[config.mk]
export PLATFORM = sky130hd
export DESIGN_NAME = dual_channel_serial_register_port
export DESIGN_NICKNAME = d
export VERILOG_FILES = /design/src/sv/dcsrp_pkg.sv /design/src/sv/dcsrp_cfg.sv /design/src/sv/dcsrp_core.sv /design/src/sv/dual_channel_serial_register_port.sv
export SDC_FILE = /design/constraint.sdc
export NUM_CORES = 1
export LEC_CHECK = 0
export BUFFER_PORTS_ARGS = -buffer_cell sky130_fd_sc_hd__buf_2
export CORE_AREA = 5 5 76 113
export CTS_CLUSTER_DIAMETER = 200
export CTS_CLUSTER_SIZE = 14
export DETAILED_ROUTE_END_ITERATION = 8
export DIE_AREA = 0 0 81 118
export PLACE_DENSITY = 0.82
export SLEW_MARGIN = 40
export SYNTH_ARGS = -nofsm -noshare
export SYNTH_HDL_FRONTEND = slang
export SYNTH_SLANG_ARGS = --single-unit
[constraint.sdc]
create_clock -name clk -period 4 [get_ports clk]
set_clock_uncertainty 0.2 [all_clocks]
set_input_delay 0.8 -clock clk [delete_from_list [all_inputs] [get_ports clk]]
set_output_delay 0.8 -clock clk [all_outputs]
set_load 0.03 [all_outputs]
[src/sv/dcsrp_pkg.sv]
// Shared types and constants for the dual channel serial register port.
// Used by the configuration block, the channel core and the top level.
package dcsrp_pkg;

	// Control reads return status only when pointer modulo this count is zero
	localparam int StatusRegCount = 3;

	localparam int APB_ADDR_W = 3;
	localparam int APB_DATA_W = 32;
	localparam int IN_DATA_W  = 24;
	localparam int IN_USER_W  = 4;
	localparam int OUT_DATA_W = 24;

	localparam logic [2:0] CMD_CHANNEL_RESET = 3'd3;
	localparam logic [7:0] RX_EMPTY_BYTE     = 8'hFF;

	// Mark the pointer values that land on the status register, one bit per value
	function automatic logic [7:0] status_slots();
		logic [7:0] slots;
		for (int p = 0; p < 8; p++)
			slots[p] = ((p % StatusRegCount) == 0);
		return slots;
	endfunction

	localparam logic [7:0] STATUS_SLOTS = status_slots();

	typedef enum logic [1:0] {
		MODE_READ  = 2'd0,
		MODE_WRITE = 2'd1,
		MODE_TICK  = 2'd2
	} mode_t;

	// Register index, taken from paddr bit 2
	typedef enum logic {
		REG_CONSOLE_CHANNEL = 1'b0,
		REG_CONSOLE_ON      = 1'b1
	} reg_idx_t;

	typedef struct packed {
		logic console_channel;
		logic console_on;
	} cfg_t;

	typedef struct packed {
		logic [7:0] rx_byte;
		logic       rx_valid;
		logic [7:0] write_value;
		logic       register_select;
		logic       channel;
		mode_t      mode;
	} item_t;

	typedef struct packed {
		logic       rx_accepted;
		logic [7:0] tx_byte;
		logic       tx_valid;
		logic [7:0] read_data;
	} result_t;

	// Assemble the status byte: bit 0 receive available, bit 2 transmit empty
	function automatic logic [7:0] status_byte(input logic rx_avail, input logic tx_empty);
		return {5'b0, tx_empty, 1'b0, rx_avail};
	endfunction

endpackage

[src/sv/dcsrp_cfg.sv]
// APB configuration registers: console channel and console enable.
// Depends on dcsrp_pkg.
module dcsrp_cfg (
	input  logic                              clk,
	input  logic                              arst_n,
	input  logic                              psel,
	input  logic                              penable,
	input  logic                              pwrite,
	input  logic [dcsrp_pkg::APB_ADDR_W-1:0]  paddr,
	input  logic [dcsrp_pkg::APB_DATA_W-1:0]  pwdata,
	output logic [dcsrp_pkg::APB_DATA_W-1:0]  prdata,
	output logic                              pready,
	output dcsrp_pkg::cfg_t                   cfg
);

	dcsrp_pkg::cfg_t    cfg_q;
	dcsrp_pkg::reg_idx_t idx;
	logic                wr_en;

	assign pready = 1'b1;
	assign idx    = dcsrp_pkg::reg_idx_t'(paddr[2]);
	assign wr_en  = psel & penable & pwrite & pready;

	// Write registers on the access phase
	always_ff @(posedge clk or negedge arst_n) begin
		if (!arst_n) begin
			cfg_q.console_channel <= 1'b0;
			cfg_q.console_on      <= 1'b1;
		end else if (wr_en) begin
			unique case (idx)
				dcsrp_pkg::REG_CONSOLE_CHANNEL: cfg_q.console_channel <= pwdata[0];
				dcsrp_pkg::REG_CONSOLE_ON:      cfg_q.console_on      <= pwdata[0];
				default: ;
			endcase
		end
	end

	// Read back
	always_comb begin
		prdata = '0;
		unique case (idx)
			dcsrp_pkg::REG_CONSOLE_CHANNEL: prdata[0] = cfg_q.console_channel;
			dcsrp_pkg::REG_CONSOLE_ON:      prdata[0] = cfg_q.console_on;
			default: ;
		endcase
	end

	assign cfg = cfg_q;

endmodule

[src/sv/dcsrp_core.sv]
// Per-channel state of both serial channels and the combinational update for one
// transaction. Depends on dcsrp_pkg.
module dcsrp_core (
	input  logic               clk,
	input  logic               arst_n,
	input  logic               advance,
	input  dcsrp_pkg::item_t   item,
	input  dcsrp_pkg::cfg_t    cfg,
	output dcsrp_pkg::result_t result
);

	logic [2:0] ptr_q     [2];
	logic       rx_pend_q [2];
	logic       tx_pend_q [2];
	logic       st_rx_q   [2];
	logic       st_tx_q   [2];
	logic [7:0] rx_hold_q [2];
	logic [7:0] tx_hold_q [2];

	logic [2:0] ptr_n     [2];
	logic       rx_pend_n [2];
	logic       tx_pend_n [2];
	logic       st_rx_n   [2];
	logic       st_tx_n   [2];
	logic [7:0] rx_hold_n [2];
	logic [7:0] tx_hold_n [2];

	logic       ch;
	logic       cc;
	logic       status_slot;

	assign ch          = item.channel;
	assign cc          = cfg.console_channel;
	assign status_slot = dcsrp_pkg::STATUS_SLOTS[ptr_q[ch]];

	// Compute result and next state for the transaction in stage 1
	always_comb begin
		ptr_n     = ptr_q;
		rx_pend_n = rx_pend_q;
		tx_pend_n = tx_pend_q;
		st_rx_n   = st_rx_q;
		st_tx_n   = st_tx_q;
		rx_hold_n = rx_hold_q;
		tx_hold_n = tx_hold_q;
		result    = '0;

		unique case (item.mode)
			dcsrp_pkg::MODE_READ: begin
				if (item.register_select) begin
					if (rx_pend_q[ch]) begin
						result.read_data = rx_hold_q[ch];
						rx_pend_n[ch]    = 1'b0;
						st_rx_n[ch]      = 1'b0;
					end else begin
						result.read_data = dcsrp_pkg::RX_EMPTY_BYTE;
					end
				end else begin
					if (status_slot) begin
						result.read_data = dcsrp_pkg::status_byte(st_rx_q[ch], st_tx_q[ch]);
					end
					ptr_n[ch] = 3'd0;
				end
			end
			dcsrp_pkg::MODE_WRITE: begin
				if (item.register_select) begin
					tx_hold_n[ch] = item.write_value;
					tx_pend_n[ch] = 1'b1;
					st_tx_n[ch]   = 1'b0;
				end else if (ptr_q[ch] == 3'd0) begin
					ptr_n[ch] = item.write_value[2:0];
					if (item.write_value[5:3] == dcsrp_pkg::CMD_CHANNEL_RESET) begin
						rx_pend_n[ch] = 1'b0;
						tx_pend_n[ch] = 1'b0;
						st_rx_n[ch]   = 1'b0;
						st_tx_n[ch]   = 1'b1;
					end
				end else begin
					ptr_n[ch] = 3'd0;
				end
			end
			dcsrp_pkg::MODE_TICK: begin
				// Drain transmits; only the console channel goes out, and only while console_on is set
				for (int c = 0; c < 2; c++) begin
					if (tx_pend_q[c]) begin
						if (1'(c) == cc && cfg.console_on) begin
							result.tx_valid = 1'b1;
							result.tx_byte  = tx_hold_q[c];
						end
						tx_pend_n[c] = 1'b0;
						st_tx_n[c]   = 1'b1;
					end
				end
				// Take the offered byte into the console channel
				if (cfg.console_on && !rx_pend_q[cc] && item.rx_valid) begin
					rx_hold_n[cc]      = item.rx_byte;
					rx_pend_n[cc]      = 1'b1;
					st_rx_n[cc]        = 1'b1;
					result.rx_accepted = 1'b1;
				end
			end
			default: ;
		endcase
	end

	// Control and status state
	always_ff @(posedge clk or negedge arst_n) begin
		if (!arst_n) begin
			for (int c = 0; c < 2; c++) begin
				ptr_q[c]     <= 3'd0;
				rx_pend_q[c] <= 1'b0;
				tx_pend_q[c] <= 1'b0;
				st_rx_q[c]   <= 1'b0;
				st_tx_q[c]   <= 1'b1;
			end
		end else if (advance) begin
			ptr_q     <= ptr_n;
			rx_pend_q <= rx_pend_n;
			tx_pend_q <= tx_pend_n;
			st_rx_q   <= st_rx_n;
			st_tx_q   <= st_tx_n;
		end
	end

	// Holding bytes are read only while their pending flag is set
	always_ff @(posedge clk) begin
		if (advance) begin
			rx_hold_q <= rx_hold_n;
			tx_hold_q <= tx_hold_n;
		end
	end

endmodule

[src/sv/dual_channel_serial_register_port.sv]
// Top level of the dual channel serial register port: input stage, channel core,
// result register and APB configuration. Depends on dcsrp_pkg, dcsrp_cfg, dcsrp_core.

// Each stream transaction is a register read, a register write or a time tick
// aimed at one of two serial channels. The block takes one transaction per
// clock while the output side is not stalled and returns exactly one result
// transaction for each, through the input register and the result register.
// The rate is set by the channel state update, which reads and rewrites the
// pointer, status and holding registers of both channels between the input
// register and the result register. The result register lets a new transaction
// enter while a finished result waits on m_tready. Write configuration
// (console channel at 0x0, console enable at 0x4) only while no transaction is
// in flight.
module dual_channel_serial_register_port (
	input  logic                              clk,
	input  logic                              arst_n,
	// Stream in
	input  logic                              s_tvalid,
	output logic                              s_tready,
	// [7:0] write_value, [8] rx_valid, [16:9] rx_byte, [23:17] zero
	input  logic [dcsrp_pkg::IN_DATA_W-1:0]   s_tdata,
	// [1:0] mode, [2] channel, [3] register_select
	input  logic [dcsrp_pkg::IN_USER_W-1:0]   s_tuser,
	// Stream out
	output logic                              m_tvalid,
	input  logic                              m_tready,
	// [7:0] read_data, [8] tx_valid, [16:9] tx_byte, [17] rx_accepted, [23:18] zero
	output logic [dcsrp_pkg::OUT_DATA_W-1:0]  m_tdata,
	// APB configuration
	input  logic                              psel,
	input  logic                              penable,
	input  logic                              pwrite,
	input  logic [dcsrp_pkg::APB_ADDR_W-1:0]  paddr,
	input  logic [dcsrp_pkg::APB_DATA_W-1:0]  pwdata,
	output logic [dcsrp_pkg::APB_DATA_W-1:0]  prdata,
	output logic                              pready
);

	dcsrp_pkg::cfg_t    cfg;
	dcsrp_pkg::item_t   item_in;
	dcsrp_pkg::item_t   item_s1;
	dcsrp_pkg::result_t result;
	dcsrp_pkg::result_t result_s2;
	logic               valid_s1;
	logic               valid_s2;
	logic               out_free;
	logic               advance;

	dcsrp_cfg u_cfg (
		.clk     (clk),
		.arst_n  (arst_n),
		.psel    (psel),
		.penable (penable),
		.pwrite  (pwrite),
		.paddr   (paddr),
		.pwdata  (pwdata),
		.prdata  (prdata),
		.pready  (pready),
		.cfg     (cfg)
	);

	// Unpack the incoming transaction
	always_comb begin
		item_in.mode            = dcsrp_pkg::mode_t'(s_tuser[1:0]);
		item_in.channel         = s_tuser[2];
		item_in.register_select = s_tuser[3];
		item_in.write_value     = s_tdata[7:0];
		item_in.rx_valid        = s_tdata[8];
		item_in.rx_byte         = s_tdata[16:9];
	end

	// Handshake: stage 1 moves on whenever the result register is free
	assign out_free = !valid_s2 || m_tready;
	assign advance  = valid_s1 && out_free;
	assign s_tready = !valid_s1 || advance;

	// Input register
	always_ff @(posedge clk or negedge arst_n) begin
		if (!arst_n) begin
			valid_s1 <= 1'b0;
		end else if (s_tready) begin
			valid_s1 <= s_tvalid;
		end
	end

	always_ff @(posedge clk) begin
		if (s_tvalid && s_tready) begin
			item_s1 <= item_in;
		end
	end

	dcsrp_core u_core (
		.clk     (clk),
		.arst_n  (arst_n),
		.advance (advance),
		.item    (item_s1),
		.cfg     (cfg),
		.result  (result)
	);

	// Result register
	always_ff @(posedge clk or negedge arst_n) begin
		if (!arst_n) begin
			valid_s2 <= 1'b0;
		end else if (out_free) begin
			valid_s2 <= valid_s1;
		end
	end

	always_ff @(posedge clk) begin
		if (advance) begin
			result_s2 <= result;
		end
	end

	assign m_tvalid = valid_s2;
	assign m_tdata  = {6'b0, result_s2.rx_accepted, result_s2.tx_byte,
		result_s2.tx_valid, result_s2.read_data};

	// A result appears only after stage 1 held a transaction
	assert property (@(posedge clk) disable iff (!arst_n)
		!valid_s2 ##1 valid_s2 |-> $past(valid_s1))
		else $error("result valid without a transaction in stage 1");

	// Tick results never carry read data
	assert property (@(posedge clk) disable iff (!arst_n)
		valid_s2 && (result_s2.tx_valid || result_s2.rx_accepted)
		|-> result_s2.read_data == 8'd0)
		else $error("tick result carries read data");

	// Input stalls only when both stages are full and the output is blocked
	assert property (@(posedge clk) disable iff (!arst_n)
		!s_tready |-> valid_s1 && valid_s2 && !m_tready)
		else $error("input stalled with room in the pipeline");

endmodule
## Word level (Yosys, flattened, before mapping)

Memories as Yosys holds them, arrays and structs flattened.
Cells that the tools add are included.

- Multiplexer cells: 69
- Div/mod/pow operators: 0
- Reduce and logical (&&, ||, !) cells: 27
- Multipliers: 0
- Eq/ne operators: 14
- Add/subtract/negate cells: 0
- Shifts and indexed selects: 0
- Bitwise operators: 17
- $lt $le $gt $ge: 5

Operators by type and width:

| kind | count |
|---|---|
| 8-bit two-way mux | 7 |
| 2-bit two-way mux | 18 |
| 9-bit two-way mux | 4 |
| 16-bit bitwise mux | 2 |
| 1-bit two-way mux | 18 |
| 6-bit two-way mux | 3 |
| 8-bit demux with 1-bit select | 2 |
| 3-bit two-way mux | 5 |
| 2-bit by 1-bit inequality test with 1-bit output, second input constant | 6 |
| 2-bit case mux with 3 select lines | 2 |
| 6-bit case mux with 2 select lines | 1 |
| 5-bit AND reduction | 2 |
| 2-bit bitwise AND | 4 |
| 1-bit logical AND | 8 |
| 2-bit OR | 4 |
| 2-bit case mux with 2 select lines | 2 |
| 4-bit AND reduction | 2 |
| 8-bit AND reduction | 1 |
| 6-bit bitwise AND | 1 |
| 6-bit bitwise mux | 1 |
| 2-bit inequality test, second input constant | 3 |
| 3-bit by 2-bit inequality test with 1-bit output, second input constant | 2 |
| 6-bit inverter | 1 |
| 3-bit AND reduction | 2 |
| 20 further kinds | 31 |

- Memories kept: 1
- Input bits: 70
- Logic and storage cells: 161
- Bits in read-only memories: 8
- Memory bits (writable): 0
- Bits in registers: 89
- Output and inout bits: 59
- Latch bits: 0

Memory list:

| memory | depth | bits a word | rd ports | clocked after memory_dff | wr ports | line | source |
|---|---|---|---|---|---|---|---|
| (no name shown) | 8 | 1 | 1 | 0 | 0 | dcsrp_core.sv:34 | `assign status_slot = dcsrp_pkg::STATUS_SLOTS[ptr_q[ch]];` |

## Longest topological paths before layout

- Depth after elaboration: 11
- Mapped depth: 9
- Gate-level depth less buffers: 6

## Cells and area by module

From an unflattened synthesis, not the netlist that was laid out.

- Cell total of the unflattened synthesis: 277
- Area, all modules: 3,791.1 um^2

Modules (own cells, without submodules):

| module | cells each | area each (um^2) | instances | sequential area each (um^2) |
|---|---|---|---|---|
| dcsrp_core | 182 | 2,119.5 | 1 | 1,313.8 |
| dual_channel_serial_register_port | 54 | 1,323.8 | 1 | 1,221.2 |
| dcsrp_cfg | 41 | 347.8 | 1 | 51.3 |

## Least setup slack after synthesis

Ideal clock, no wire load.

- Path type: register -> register
- From: register item_s1[2] (netlist bit)
- To: register u_core.rx_pend_q[0] (netlist bit)
- Setup time: 0.082 ns
- Arrival time: 2.306 ns
- Clock period less this slack: 2.588 ns
- Buffers on the path: 3
- Required time: 3.718 ns
- Cell stages (with the launch flop): 10
- Setup slack: 1.412 ns
- Path through: edfxtp_1 > buf_6 > buf_2 > buf_2 > mux2i_1 > ha_1 > and4b_1 > a21boi_2 > or4_4 > o22ai_1

- Word-level cells in the longest chain between the ends: 11
- Elaborated cells between the ends (all ways): 24
- Those cells by class: order compare (2); eq/ne (2); mux (14); bitwise (3); reduce/logical (3)

RTL lines:

| what | line | source |
|---|---|---|
| start: declaration | dual_channel_serial_register_port.sv:41 | `dcsrp_pkg::item_t item_s1;` |
| start signal: assignment | dual_channel_serial_register_port.sv:88 | `item_s1 <= item_in;` |
| 1-bit inverter with 2-bit output (implied by the code) (*) | - |  |
| 2-bit greater-or-equal comparator (implied by the code) or 2-bit by 1-bit less-than comparator with 1-bit output (tied branches) | dcsrp_core.sv:52, dcsrp_core.sv:72 |  |
| 1-bit logical AND (implied by the code) | dcsrp_core.sv:52, dcsrp_core.sv:72 |  |
| 1-bit two-way mux (implied by the code) | dcsrp_core.sv:52, dcsrp_core.sv:72 |  |
| 1-bit demux with 1-bit select | dcsrp_core.sv:52, dcsrp_core.sv:72 |  |
| 2-bit inverter (no line) | - |  |
| 2-bit bitwise AND (no line) | - |  |
| 2-bit two-way mux | dcsrp_core.sv:71 | `if (item.write_value[5:3] == dcsrp_pkg::CMD_CHANNEL_RESET) begin` |
| 2-bit two-way mux | dcsrp_core.sv:69 | `end else if (ptr_q[ch] == 3'd0) begin` |
| 2-bit two-way mux | dcsrp_core.sv:65 | `if (item.register_select) begin` |
| 2-bit case mux with 3 select lines | dcsrp_core.sv:47 | `unique case (item.mode)` |
| end signal: assignment | dcsrp_core.sv:117 | `rx_pend_q <= rx_pend_n;` |
| end: declaration | dcsrp_core.sv:13 | `logic rx_pend_q [2];` |

Every way passes the cells marked *; elsewhere a longest branch is shown, timed or not. The select of a mux whose other input is x is not followed.
A chain may end at the register's enable or synchronous reset.

## Worst setup path after layout

- From: register item_s1[0] (netlist bit)
- To: register u_core.rx_hold_q[9] (netlist bit), enable pin

- Word-level cells in the longest chain between the ends: 2

RTL lines:

| what | line | source |
|---|---|---|
| 2-bit equality test | dcsrp_core.sv:47 |  |
| 3-bit AND reduction (no line) | - |  |
| end signal: assignment | dcsrp_core.sv:127 | `rx_hold_q <= rx_hold_n;` |
| end: declaration | dcsrp_core.sv:17 | `logic [7:0] rx_hold_q [2];` |

No other way between the ends.

==> flow_summary.yaml <==
worst_setup_path:
  reg2reg_depth: 6
  crit_chain: "inv_1 > ha_1 > nand3_1 > a21oi_1 > nand2_1 > nor2_1"
  crit_slowest_cell: "ha_1"
  endpoint_kind: "flop"
  worstPathRequired_ps: 3770
  r2r_end: "u_core.rx_hold_q[9]"
  worstReg2RegStart: "item_s1[0]"
  crit_fanout: 18
  crit_buf_inv: 1
  crit_arrival_ps: 2500
  critPathLaunch: "item_s1[0]"
  critical_path.top_delay_family: "simple AND/OR/NAND/NOR gates"
  ff2ff_setup_slack_ps: 1260
  worst_setup_path_start_kind: "flop"
  critPathKind: "flop to flop"
  critical_path.max_stage_delay_ps: 540
routing:
  postRouteAntennaNets: 0
  wl_met2_um: 3450
  dr.pass1.iters: 4
  wl_um: 6510
  drt_iter0_markers: 152
  wl_per_cell_um: 15.1
  drc: 0
  wirelength_met1_um: 2370
  wl_met3_um: 573
  vias_per_cell: 5.01
  top_layer: "met4"
  vias: 2164
clocking:
  postCtsHoldBufs: 0
  clkLatencyLatePin_ps: 340
  ctsHtreeMaxLevel: 3
  cts_tree: "built"
  clockRootBuffer: "clkbuf_16"
  clk_pin_slew_worst_paths_ps: 60
  cts_buffer_depth: 2
  post_cts_resized: 0
  cts_made_buffers: 9
  cts_setup_buffers: 0
  cts.sinks: 89
timing:
  period_minus_slack_ps: 2740
  drv_slew: 0
  fin_ws_ps: 1260
  fmax_mhz: 365
  rsz0062_at_grt: "false"
  setup_violations: 0
  fin_tns_setup_ps: 0
  tightest_slew_ps: 689
  fin_crit_sh: 0.684
  finalHoldViolCount: 0
  slew_headroom: 0.539
grt:
  grt_max_degree: 22
  grt_pass1_vias: 2159
  grt_pass1_wl_um: 10600
  antenna_found_initial: 0
  grt_overflow: 0
  grt_usage: 0.148
die:
  fp.dieW_um: 81
  die-area_um2: 9560
  coreArea_um2: 7510
  start_util: 0.516
  io_pins: 129
  rows: 39
  die_h_um: 118
status:
  status: "finished, final reports clean"
synth:
  ys_top_cells_by_area: "edfxtp_1 (55%), dfrtp_1 (9.7%), buf_4 (7.4%)"
  avgSynthCellArea_um2: 14.4
  syn_inst: 270
  synth-async-reset-ratio: 0.202
  yosysTopAreaCell: "edfxtp_1"
  yosys_most_used_dff: "edfxtp_1"
  syn_area_um2: 3880
  yosys_warnings: 0
  synth_edf_count: 71
  ys_ff_latch: 89
  ys_types: 43
  ys_seq_area_frac: 0.667
  synth.top_cell.area_share: 0.550
finish:
  drive_above_1_share: 0.267
  ff_latch_area_um2: 2590
  layout_commonest_cell: "edfxtp_1"
  final_area_um2: 4400
  multi_input_area_um2: 1080
  fillCellCount: 598
  fin_nets: 401
  diodes: 0
  final_cell_mix: "edfxtp_1 (71), buf_2 (50), conb_1 (38)"
  syn2layout_area_growth_pct: 13.4
place:
  dp_slack_ps: 1280
  dp_hpwl_um: 4630
  portBuffers: 50
  gp_congestion: 0.847
  placed_cell_area_um2: 4100
run:
  maxCapViolCount: 0
hold_path:
  min_path_type: "input pin to async pin"
power:
  power_leakage_nw: 1.79
  powerDensity_nw_per_um2: 512
  peakVddDrop_v: 0.000357
-- how the worst max path moves through the flow --
stage                                 endpoint  cells past startpoint
final                      u_core.rx_hold_q[9]                      6
after global routing      u_core.rx_hold_q[10]                      6
after CTS                  u_core.rx_hold_q[9]                      6
after detailed placement   u_core.rx_hold_q[9]                      6
after global placement    u_core.tx_hold_q[15]                      4
after floorplan            u_core.rx_pend_q[0]                      9
-- area by class of cell --
cell class	count	area share
sequential	89	0.588
multi-input combinational	163	0.246
timing repair buffer	53	0.0620
clock buffer	10	0.0521
tap	102	0.0290
clock inverter	6	0.0156
inverter	9	0.00768
-- metal layers --
layer  vias up  global-route usage
met5         -                   0
met4         0              0.0782
met3        11              0.0452
met2       109               0.238
met1      1022               0.174
li1       1022                   -
-- flip-flops by register name, summed over array words and instances (netlist names) --
signal,cells
valid_s1,1
u_core.rx_pend_q,2
u_core.ptr_q,6
u_cfg.cfg,2
u_core.tx_pend_q,2
u_core.rx_hold_q,16
u_core.st_tx_q,2
item_s1,21
m_tvalid,1
m_tdata,18
u_core.tx_hold_q,16
u_core.st_rx_q,2
-- logic make-up (layout without fill, tap and decap cells) --
logic type,Yosys count,in the layout,synth area share
flip-flops,89,89,0.667
AND/OR/NAND/NOR,54,54,0.0764
buffers and inverters,54,78,0.0916
AO/OA/AOI/OAI,40,40,0.0722
multiplexers,25,25,0.0719
adder cells (fa/ha/maj),6,6,0.0193
other,2,38,0.00194
-- Yosys cell counts (2+ instances only) --
library cell  number
a21boi_0           2
edfxtp_1          71
nor2b_1            9
a22oi_1            8
inv_1              9
buf_4             38
nand4_1            2
o2bb2ai_1          2
mux2_2             9
and3_1             4
nand3_1            4
nand2b_1           4
dfstp_2            3
clkbuf_1           4
buf_2              2
nor3_1             4
o41ai_1            2
o21ai_0            2
nor2_1             7
o21ai_1            2
mux2i_1           14
a21o_1             3
a31oi_1            2
o22ai_1            2
dfrtp_1           15
conb_1             2
nand2_1           10
a21oi_1            7
ha_1               6
or2_2              2
o21a_1             3
and2_1             4
o22a_1             2
-- per-stage QoR --
stage	hold WS [ps]	util	cells	total power, mW
2_1_floorplan	221	-	306	1.39
3_3_place_gp	225	0.545	416	1.43
3_5_place_dp	230	0.546	416	1.45
4_1_cts	203	0.585	432	2.27
5_1_grt	218	0.585	432	2.35
6_report	193	0.585	432	2.25
-- report_power, final --
group          internal, mW  switching (mW)  total, mW
logic                 0.101           0.204      0.305
registers              1.08          0.0475       1.13
clock network         0.484           0.336      0.820
total                  1.67           0.588       2.25
(Power assumes the default switching activity.)
